[src/design/receive_window_ack_tracker_unit_macros.svh]
// ----------------------------------------------------------------------------
// receive_window_ack_tracker_unit_macros.svh
// Assertion macros shared by the receive window tracker.
// ----------------------------------------------------------------------------
`ifndef RECEIVE_WINDOW_ACK_TRACKER_UNIT_MACROS_SVH
`define RECEIVE_WINDOW_ACK_TRACKER_UNIT_MACROS_SVH

// Same-cycle implication, checked out of reset
`define RWAT_ASSERT_NOW(label, clk, rst_n, ante, cons, msg) \
    label: assert property (@(posedge clk) disable iff (!rst_n) (ante) |-> (cons)) \
        else $error(msg);

// Next-cycle implication, checked out of reset
`define RWAT_ASSERT_NEXT(label, clk, rst_n, ante, cons, msg) \
    label: assert property (@(posedge clk) disable iff (!rst_n) (ante) |=> (cons)) \
        else $error(msg);

`endif

[src/design/rwat_pkg.sv]
// ----------------------------------------------------------------------------
// rwat_pkg
// Widths and disposition codes of the receive window tracker.
// ----------------------------------------------------------------------------
`timescale 1ns / 1ps

package rwat_pkg;

    localparam int SEQ_W      = 32;
    localparam int DISP_W     = 3;
    localparam int ACK_MASK_W = 32;

    typedef enum logic [DISP_W-1:0] {
        DISP_NEWEST    = 3'd0,
        DISP_REORDERED = 3'd1,
        DISP_DUPLICATE = 3'd2,
        DISP_STALE     = 3'd3,
        DISP_INVALID   = 3'd4
    } disp_t;

endpackage

[src/design/receive_window_ack_tracker_unit.sv]
// An accepted beat waits in the input register until the result register is free,
// then is classified and loaded there. Throughput: one sequence number per cycle
// while the result channel does not stall, through the combinational classify
// and window shift. The input side stalls only while a held beat waits behind a
// stalled result. Reset (rst_n low, asynchronous) empties both registers, clears
// the newest sequence to zero (nothing received) and clears the arrival bitmap.
// ----------------------------------------------------------------------------
// receive_window_ack_tracker_unit
// Anti-replay receive window: classifies each sequence number and reports
// the acknowledgement sequence and bitmap after it.
// ----------------------------------------------------------------------------
`timescale 1ns / 1ps
`include "receive_window_ack_tracker_unit_macros.svh"

module receive_window_ack_tracker_unit #(
    parameter int WINDOW_BITS = 32
) (
    input  logic                            clk,
    input  logic                            rst_n,
    input  logic                            in_valid,
    output logic                            in_stall,
    input  logic [rwat_pkg::SEQ_W-1:0]      seq_number,
    output logic                            out_valid,
    input  logic                            out_stall,
    output logic [rwat_pkg::DISP_W-1:0]     disposition,
    output logic [rwat_pkg::SEQ_W-1:0]      ack_seq,
    output logic [rwat_pkg::ACK_MASK_W-1:0] ack_mask
);
    import rwat_pkg::*;

    logic                   held_valid;
    logic [SEQ_W-1:0]       held_seq;
    logic                   free;
    logic                   fire;
    disp_t                  disp;
    logic [SEQ_W-1:0]       newest_reg;
    logic [SEQ_W-1:0]       newest_next;
    logic [WINDOW_BITS-1:0] mask_reg;
    logic [WINDOW_BITS-1:0] mask_next;
    logic [ACK_MASK_W-1:0]  ack_mask_low;

    // Hold the incoming beat
    rwat_in_stage u_in (
        .clk        (clk),
        .rst_n      (rst_n),
        .in_valid   (in_valid),
        .in_stall   (in_stall),
        .seq_number (seq_number),
        .advance    (free),
        .held_valid (held_valid),
        .held_seq   (held_seq)
    );

    // Classify against the current window
    rwat_classify #(
        .WINDOW_BITS (WINDOW_BITS)
    ) u_classify (
        .seq         (held_seq),
        .newest      (newest_reg),
        .mask        (mask_reg),
        .disp        (disp),
        .newest_next (newest_next),
        .mask_next   (mask_next)
    );

    assign fire = held_valid && free;

    // Advance the window state with each processed beat
    always_ff @(posedge clk or negedge rst_n)
    begin
        if (!rst_n)
        begin
            newest_reg <= '0;
            mask_reg   <= '0;
        end
        else if (fire)
        begin
            newest_reg <= newest_next;
            mask_reg   <= mask_next;
        end
    end

    // Report the low part of the bitmap, zero-extended for narrow windows
    if (WINDOW_BITS >= ACK_MASK_W)
    begin : g_mask_wide
        assign ack_mask_low = mask_next[ACK_MASK_W-1:0];
    end
    else
    begin : g_mask_narrow
        assign ack_mask_low = {{(ACK_MASK_W - WINDOW_BITS){1'b0}}, mask_next};
    end

    // Register the result beat
    rwat_out_stage u_out (
        .clk         (clk),
        .rst_n       (rst_n),
        .load        (fire),
        .disp_in     (disp),
        .ack_seq_in  (newest_next),
        .ack_mask_in (ack_mask_low),
        .free        (free),
        .out_valid   (out_valid),
        .out_stall   (out_stall),
        .disposition (disposition),
        .ack_seq     (ack_seq),
        .ack_mask    (ack_mask)
    );

    `RWAT_ASSERT_NEXT(a_reject_keeps_state, clk, rst_n,
        fire && (disp == DISP_INVALID || disp == DISP_STALE),
        $stable(newest_reg) && $stable(mask_reg), "rejected beat changed window state")

    `RWAT_ASSERT_NEXT(a_newest_sticks, clk, rst_n, newest_reg != '0, newest_reg != '0,
        "newest sequence returned to zero")

    `RWAT_ASSERT_NEXT(a_reorder_adds_one, clk, rst_n, fire && disp == DISP_REORDERED,
        $countones(mask_reg) == $countones($past(mask_reg)) + 1,
        "reordered beat did not set exactly one bitmap bit")

    `RWAT_ASSERT_NOW(a_newest_nonzero, clk, rst_n,
        out_valid && disposition == DISP_W'(DISP_NEWEST), ack_seq != '0,
        "newest result with zero acknowledgement sequence")

endmodule

[src/design/rwat_in_stage.sv]
// ----------------------------------------------------------------------------
// rwat_in_stage
// Input register: captures one sequence number beat and holds it until the
// result stage can take it.
// ----------------------------------------------------------------------------
`timescale 1ns / 1ps

module rwat_in_stage (
    input  logic                        clk,
    input  logic                        rst_n,
    input  logic                        in_valid,
    output logic                        in_stall,
    input  logic [rwat_pkg::SEQ_W-1:0]  seq_number,
    input  logic                        advance,
    output logic                        held_valid,
    output logic [rwat_pkg::SEQ_W-1:0]  held_seq
);
    import rwat_pkg::*;

    logic             valid_reg;
    logic             valid_next;
    logic [SEQ_W-1:0] seq_reg;
    logic             take;

    // Stall only while a held beat cannot move on
    assign in_stall = valid_reg && !advance;
    assign take     = in_valid && !in_stall;

    // Refill or drain the holding slot
    always_comb
    begin
        valid_next = valid_reg;
        if (!in_stall)
        begin
            valid_next = in_valid;
        end
    end

    always_ff @(posedge clk or negedge rst_n)
    begin
        if (!rst_n)
        begin
            valid_reg <= 1'b0;
        end
        else
        begin
            valid_reg <= valid_next;
        end
    end

    // Capture the payload of an accepted beat
    always_ff @(posedge clk)
    begin
        if (take)
        begin
            seq_reg <= seq_number;
        end
    end

    assign held_valid = valid_reg;
    assign held_seq   = seq_reg;

endmodule

[src/design/rwat_classify.sv]
// ----------------------------------------------------------------------------
// rwat_classify
// Classifies one sequence number against the window and works out the next
// newest sequence and arrival bitmap.
// ----------------------------------------------------------------------------
`timescale 1ns / 1ps

module rwat_classify #(
    parameter int WINDOW_BITS = 32
) (
    input  logic [rwat_pkg::SEQ_W-1:0]  seq,
    input  logic [rwat_pkg::SEQ_W-1:0]  newest,
    input  logic [WINDOW_BITS-1:0]      mask,
    output rwat_pkg::disp_t             disp,
    output logic [rwat_pkg::SEQ_W-1:0]  newest_next,
    output logic [WINDOW_BITS-1:0]      mask_next
);
    import rwat_pkg::*;

    localparam int SHW = $clog2(WINDOW_BITS + 1);
    localparam int IW  = $clog2(WINDOW_BITS);

    logic [SEQ_W-1:0]       dist_new;
    logic [SEQ_W-1:0]       dist_old;
    logic [SHW-1:0]         sh_new;
    logic [WINDOW_BITS-1:0] lsb_one;
    logic [WINDOW_BITS-1:0] top_bit;
    logic [WINDOW_BITS-1:0] hole_bit;

    // Distances in both directions, modulo 2^32
    assign dist_new = seq - newest;
    assign dist_old = newest - seq;
    assign sh_new   = SHW'(dist_new);
    assign lsb_one  = WINDOW_BITS'(1);
    assign top_bit  = lsb_one << IW'(dist_new - SEQ_W'(1));
    assign hole_bit = lsb_one << IW'(dist_old - SEQ_W'(1));

    // Decide the disposition and the state update
    always_comb
    begin
        disp        = DISP_STALE;
        newest_next = newest;
        mask_next   = mask;
        if (seq == '0)
        begin
            disp = DISP_INVALID;
        end
        else if (newest == '0)
        begin
            // First packet: take it as newest, leave the bitmap alone
            disp        = DISP_NEWEST;
            newest_next = seq;
        end
        else if (seq == newest)
        begin
            disp = DISP_DUPLICATE;
        end
        else if (!dist_new[SEQ_W-1])
        begin
            // Newer: slide the bitmap up, or clear it past the window
            disp        = DISP_NEWEST;
            newest_next = seq;
            if (dist_new > SEQ_W'(WINDOW_BITS))
            begin
                mask_next = '0;
            end
            else
            begin
                mask_next = (mask << sh_new) | top_bit;
            end
        end
        else if (dist_old <= SEQ_W'(WINDOW_BITS))
        begin
            // Older but inside the window: fill the hole or flag a repeat
            if ((mask & hole_bit) != '0)
            begin
                disp = DISP_DUPLICATE;
            end
            else
            begin
                disp      = DISP_REORDERED;
                mask_next = mask | hole_bit;
            end
        end
    end

endmodule

[src/design/rwat_out_stage.sv]
// ----------------------------------------------------------------------------
// rwat_out_stage
// Result register: holds one result beat until the receiver takes it.
// ----------------------------------------------------------------------------
`timescale 1ns / 1ps

module rwat_out_stage (
    input  logic                            clk,
    input  logic                            rst_n,
    input  logic                            load,
    input  rwat_pkg::disp_t                 disp_in,
    input  logic [rwat_pkg::SEQ_W-1:0]      ack_seq_in,
    input  logic [rwat_pkg::ACK_MASK_W-1:0] ack_mask_in,
    output logic                            free,
    output logic                            out_valid,
    input  logic                            out_stall,
    output logic [rwat_pkg::DISP_W-1:0]     disposition,
    output logic [rwat_pkg::SEQ_W-1:0]      ack_seq,
    output logic [rwat_pkg::ACK_MASK_W-1:0] ack_mask
);
    import rwat_pkg::*;

    logic                  valid_reg;
    logic                  valid_next;
    disp_t                 disp_reg;
    logic [SEQ_W-1:0]      ack_seq_reg;
    logic [ACK_MASK_W-1:0] ack_mask_reg;

    // The slot is free when empty or being drained this cycle
    assign free = !valid_reg || !out_stall;

    always_comb
    begin
        valid_next = valid_reg;
        if (load)
        begin
            valid_next = 1'b1;
        end
        else if (!out_stall)
        begin
            valid_next = 1'b0;
        end
    end

    always_ff @(posedge clk or negedge rst_n)
    begin
        if (!rst_n)
        begin
            valid_reg <= 1'b0;
        end
        else
        begin
            valid_reg <= valid_next;
        end
    end

    // Load the result payload
    always_ff @(posedge clk)
    begin
        if (load)
        begin
            disp_reg     <= disp_in;
            ack_seq_reg  <= ack_seq_in;
            ack_mask_reg <= ack_mask_in;
        end
    end

    assign out_valid   = valid_reg;
    assign disposition = DISP_W'(disp_reg);
    assign ack_seq     = ack_seq_reg;
    assign ack_mask    = ack_mask_reg;

endmodule

[config.mk]
export PLATFORM = sky130hd
export DESIGN_NAME = receive_window_ack_tracker_unit
export DESIGN_NICKNAME = d
export VERILOG_FILES = /design/src/design/rwat_pkg.sv /design/src/design/receive_window_ack_tracker_unit.sv /design/src/design/rwat_in_stage.sv /design/src/design/rwat_classify.sv /design/src/design/rwat_out_stage.sv
export VERILOG_INCLUDE_DIRS = /design/src /design/src/design
export SDC_FILE = /design/constraint.sdc
export NUM_CORES = 1
export LEC_CHECK = 0
export BUFFER_PORTS_ARGS = -buffer_cell sky130_fd_sc_hd__clkbuf_2
export CELL_PAD_IN_SITES_DETAIL_PLACEMENT = 0
export CELL_PAD_IN_SITES_GLOBAL_PLACEMENT = 1
export CORE_MARGIN = 2
export CORE_UTILIZATION = 45
export CTS_BUF_LIST = sky130_fd_sc_hd__clkbuf_4 sky130_fd_sc_hd__clkbuf_8
export DETAILED_ROUTE_END_ITERATION = 10
export PLACE_DENSITY_LB_ADDON = 0.1
export SYNTH_ARGS = -nofsm -noshare
export SYNTH_HDL_FRONTEND = slang
export SYNTH_SLANG_ARGS = --single-unit
[constraint.sdc]
create_clock -name clk -period 4.3 [get_ports clk]
set_input_delay 0.86 -clock clk [delete_from_list [all_inputs] [get_ports clk]]
set_output_delay 0.86 -clock clk [all_outputs]
set_load 0.01 [all_outputs]
# After elaboration in Yosys (flattened, before gate mapping)
# Index checks and enable logic that the tools add are counted.
[op_classes]
bitwise_logic = 4
order_cmp = 2
n_addsub = 4
n_reduce_logical = 13
n_eq_ne = 2
n_shift = 3
n_mux = 18
[ops]
columns = ["cell", "n"]
rows = [
  ["$mux 32", 11],
  ["$logic_not 32->1", 2],
  ["$or 32x32->32", 2],
  ["$shl 1x5->32 const A", 2],
  ["$sub 32x32->32", 2],
  ["$and 32x32->32", 1],
  ["$eq 32x32->1", 1],
  ["$gt 32x6->1 const B", 1],
  ["$le 32x6->1 const B", 1],
  ["$reduce_bool 32->1", 1],
  ["$shl 32x6->32", 1],
  ["$mux 3", 4],
  ["$sub 5x1->5 const B", 2],
  ["$logic_not 1->1", 4],
  ["$reduce_or 4->1", 1],
  ["$logic_and 1x1->1", 3],
  ["$mux 1", 2],
  ["$mux 2", 1],
  ["$ne 2x1->1 const B", 1],
  ["$reduce_or 2->1", 1],
  ["$logic_or 1x1->1", 1],
  ["$not 1->1", 1],
]
[word_totals]
elab_cells = 56
register_bits = 165
output_inout_bits = 69
input_bits = 36

# Logic depth before layout (Yosys ltp)
[depth]
word_depth = 11
ltp_mapped = 19
ltp_nobuf = 15

# Modules after synthesis
# A second synthesis with hierarchy kept.
[hier_totals]
cells_unflattened = 1485
area_unflattened_um2 = 13591.8
[modules_own_cells]
columns = ["module", "cells_each", "area_per_inst_um2", "n_inst", "seq_area_each_um2"]
rows = [
  ["rwat_classify", 1241, 7938.9, 1, 0.0],
  ["receive_window_ack_tracker_unit", 137, 2586.2, 1, 1601.5],
  ["rwat_out_stage", 70, 2048.2, 1, 2037.0],
  ["rwat_in_stage", 37, 1018.5, 1, 985.9],
]

# Worst setup path before layout
# OpenSTA, ideal clock, no wires.
[synth_timing]
kind = "input to register"
from = "input out_stall"
to = "register u_out.ack_mask_reg[0], in the netlist u_out.ack_mask[0], enable pin"
required_time_ps = 3845
setup_time_ps = 455
cell_stages = 5
arrival_ps = 3405
path_buffers = 2
path_slack_ps = 439
cell_sequence = "nand2_1 -> nand2_1 -> inv_1 -> clkbuf_1 -> clkbuf_1"
[synth_via]
elab_chain_len = 3
[synth_rtl]
columns = ["item", "line_no", "rtl"]
rows = [
  ["from (decl)", "receive_window_ack_tracker_unit.sv:24", "input logic out_stall,"],
  ["$logic_not 1->1", "rwat_out_stage.sv:30", "assign free = !valid_reg || !out_stall;"],
  ["$logic_or 1x1->1", "rwat_out_stage.sv:30", ""],
  ["$logic_and 1x1->1", "receive_window_ack_tracker_unit.sv:66", "assign fire = held_valid && free;"],
  ["via fire", "receive_window_ack_tracker_unit.sv:34", "logic fire;"],
  ["to (signal assigned)", "rwat_out_stage.sv:64", "ack_mask_reg <= ack_mask_in;"],
  ["to (decl)", "rwat_out_stage.sv:27", "logic [ACK_MASK_W-1:0] ack_mask_reg;"],
]
# The timed path passes the listed nets, and every way through them passes these cells.
# A chain may end at the register's enable or synchronous reset.

# Final worst setup path
[layout_timing]
from = "register newest_reg[0]"
to = "register mask_reg[28]"
[layout_via]
elab_chain_len = 11
elab_cells_between_ends = 22
classes_between = "add/sub: 4; order compare: 2; eq/ne: 1; shift: 3; mux: 7; bitwise: 3; reduce/logical: 2"
[layout_rtl]
columns = ["item", "line_no", "rtl"]
rows = [
  ["from (decl)", "receive_window_ack_tracker_unit.sv:36", "logic [SEQ_W-1:0] newest_reg;"],
  ["from (signal assigned)", "receive_window_ack_tracker_unit.sv:78", "newest_reg <= newest_next;"],
  ["$sub 32x32->32", "rwat_classify.sv:32", "assign dist_old = newest - seq;"],
  ["$sub 5x1->5", "rwat_classify.sv:36", "assign hole_bit = lsb_one << IW'(dist_old - SEQ_W'(1));"],
  ["$shl 1x5->32", "rwat_classify.sv:36", ""],
  ["$and 32x32->32", "rwat_classify.sv:75", "if ((mask & hole_bit) != '0)"],
  ["$reduce_bool 32->1", "rwat_classify.sv:75", ""],
  ["$mux 32", "rwat_classify.sv:75", ""],
  ["$mux 32", "rwat_classify.sv:72", "else if (dist_old <= SEQ_W'(WINDOW_BITS))"],
  ["$mux 32", "rwat_classify.sv:58", "else if (!dist_new[SEQ_W-1])"],
  ["$mux 32", "rwat_classify.sv:54", "else if (seq == newest)"],
  ["$mux 32 *", "rwat_classify.sv:48", "else if (newest == '0)"],
  ["$mux 32 *", "rwat_classify.sv:44", "if (seq == '0)"],
  ["to (signal assigned)", "receive_window_ack_tracker_unit.sv:79", "mask_reg <= mask_next;"],
  ["to (decl)", "receive_window_ack_tracker_unit.sv:38", "logic [WINDOW_BITS-1:0] mask_reg;"],
]
# Mark *: on every way between the ends. The rest lies on a longest branch, timed or not.

==> metrics.txt <==
status finished, final reports clean; drt total wl 53.08 mm; Finished Core Util 56.10%; mapped cell area 13150 um2; vias per cell 6.226; sequential share of power 17.3%; Inst Count DP 2146; sequential fraction of the synthesis area 35.16%; Die ar. 30610 um2; max-slew violations 0; combinational power share 73.3%; clk buf depth 2; Top FF cell, synth edfxtp_1; first-pass GRT wire length 79.21 mm; VDD IR max 0.0003914 V; DIE WIDTH 175.0 um; max_slew headroom 31.29%; Vias 13700; htree depth 4; ratio of cells with drive above 1 in the final layout 24.67%; GRT Overall Usage 34.34%; Synth Instances 1585; Power Dens Cells 835.0 nW/um2; starting density of the core 45.82%; Critical Path Source newest_reg[0]; wire per inst 24.13 um; flops & latches, synth 165; Worst Tran Pin Value 1031 ps; fin crit period 4204 ps; Post-route DRC 0; 1st-pass router iterations 7; RSZ-0062 raised after global routing true; end of the worst register-to-register path mask_reg[28]; WHS 499.2 ps; Die H 175.0 um; worst reg2reg path startpoint newest_reg[0]; total power 13.45 mW; Mapped Nets 1685; largest net degree at the start of global routing 71; Critical Path End mask_reg[28]; Worst-Skew Late Latency 500 ps; layout overhead on the synthesized area 22.44%; Num CTS Buffers 17; Post-synth EDFFs 99; Clock Power Share 9.4%; Reg2Reg Setup Slack 100 ps; TritonCTS clock tree built; antenna diode count 0; Final Cycle Share 97.77%; initial antenna violation count 0; grt peak-use layer met2; GRT overflow 0; final setup fails 0; Root Driver clkbuf_8; drt initial violations 1521; DRT antenna net count 0; P_int 6.070 mW; setup TNS 0 ps; Finished Layout Cells 2200; post-route cell area 16100 um2; # IOs 105; CP required 4730 ps; Placer Congestion 1.012; endpoint type of the worst setup path flip-flop; share of flip-flops with an asynchronous set or reset 40.00%; core area 28700 um2; CP Class flip-flop to flip-flop; hpwl dp 41.36 mm; port buffer count 104; Hold-fix buffers, CTS 0; max_cap viols 0; GR Util met1 40.85%; Fmax 237.9 MHz; DP Area 15090 um2; NetSw 7.376 mW; vias in the first global route 13070; R2R cell count 17; Num Clock Sinks 165; met3 Use GR 5.091%; startpoint class of the critical path flip-flop; leak pwr 6.681 nW; nets 1903; fin worst setup slack 96.06 ps; Worst Path Arrival 4630 ps; Hold WC Path Type flip-flop to flip-flop; clk_skew 28.65 ps; Yosys warning total 0; Avg Cell Area, Syn 8.297 um2; Switching Share 54.86%; CP max FO 5; Clock Pin Slew Worst Setup and Hold Paths 120 ps; unique cell type count in the Yosys netlist 91; FP Rows 62; worst slack at placement -159.8 ps; Global Route met2 Usage 58.78%; Final Hold Fails 0
[cell families (layout without fill, tap and decap cells)]
family	Yosys count	in the layout	share of synthesized area, %
DFF	165	165	35.16
and+or+nand+nor	538	539	19.61
adders and majority gates	64	64	6.203
AOI/OAI and AO/OA	549	549	26.68
xor gates and xnor gates	31	31	2.122
muxes	53	53	4.567
buffers and inverters	185	415	5.661
[synth_stat cells, types with 12 or more instances]
| cell | instances | share of area [%] |
|---|---|---|
| a211oi_1 | 14 | 0.80 |
| a21o_1 | 24 | 1.4 |
| a21oi_1 | 125 | 4.8 |
| a22oi_1 | 24 | 1.4 |
| buf_2 | 16 | 0.61 |
| clkbuf_1 | 62 | 1.8 |
| dfrtp_1 | 66 | 13 |
| edfxtp_1 | 99 | 23 |
| ha_1 | 62 | 5.9 |
| inv_1 | 90 | 2.6 |
| mux2_2 | 16 | 1.4 |
| mux2i_1 | 33 | 2.5 |
| nand2_1 | 221 | 6.3 |
| nand3_1 | 37 | 1.4 |
| nand4_1 | 39 | 1.9 |
| nor2_1 | 88 | 2.5 |
| nor2b_1 | 12 | 0.57 |
| nor3_1 | 33 | 1.3 |
| nor4_1 | 31 | 1.5 |
| o211ai_1 | 13 | 0.74 |
| o21a_1 | 17 | 0.97 |
| o21ai_0 | 174 | 6.6 |
| o21ai_1 | 14 | 0.53 |
| o22ai_1 | 16 | 0.76 |
| o31ai_1 | 14 | 0.80 |
| or3_1 | 18 | 0.86 |
| xnor2_1 | 19 | 1.3 |
[repair_timing]
| action | in CTS | in global routing |
|---|---|---|
| endpoints found under the hold margin | 0 | 0 |
| resized for setup | 8 | 85 |
| cloned | 0 | 1 |
| endpoints found under the setup margin | 48 | 63 |
| pin swaps | 2 | 26 |
| setup buffers | 0 | 21 |
[worst min path at each step]
stage | start | end | depth (start not counted)
2_1_floorplan | u_in.held_valid | u_out.out_valid | 1
3_3_place_gp | u_in.held_valid | u_out.out_valid | 1
4_1_cts | u_in.held_valid | u_out.out_valid | 1
5_1_grt | seq_number[10] | u_in.held_seq[10] | 1
3_5_place_dp | u_in.held_valid | u_out.out_valid | 1
6_report | u_in.held_valid | u_out.out_valid | 1
[routing by layer]
layer,share of wire (%),vias to the layer above
met2,49,637
met3,6.2,177
met5,0,-
met4,6.8,0
li1,-,6325
met1,38,6559
[placed cells by master, fill, tap and decap left out, types with 53 or more instances in the layout]
| cell | synthesis | layout |
|---|---|---|
| buf_4 | 2 | 180 |
| nor2_1 | 88 | 88 |
| o21ai_0 | 174 | 164 |
| edfxtp_1 | 99 | 99 |
| ha_1 | 62 | 53 |
| clkbuf_2 | 0 | 103 |
| a21oi_1 | 125 | 117 |
| inv_1 | 90 | 87 |
| dfrtp_1 | 66 | 66 |
| nand2_1 | 221 | 220 |
[power groups by stage]
stage	clock network, mW	logic [mW]	registers [mW]
finish	1.27	9.86	2.32
global route	1.34	10.5	2.36
CTS	1.27	9.27	2.32
detailed placement	0	9.16	2.35
global placement	0	9.18	2.35
floorplan	0	5.62	2.37
[worst max-delay path, stage by stage, from the launching register on]
cell and delay [ps]:
dfrtp_1 410, inv_2 70, ha_2 170, inv_1 60
fa_2 390, a21o_1 200, a221oi_4 310, buf_4 180
o21ai_2 70, xor2_1 150, a211o_1 280, nor4b_4 290
nand4_1 200, or4_4 640, buf_6 170, buf_4 150
o32a_1 320, o21ai_0 80
[cell type report]
cell class	count	area, um2
Timing Repair Buffer	292	2016
Clock buffer	17	234.0
Clock inverter	15	205.2
Sequential cell	165	4624
Fill cell	2709	12600
Multi-Input combinational cell	1236	8199
Tap cell	384	480.5
Inverter	91	344.1
Power figures use the tool's default switching activity.
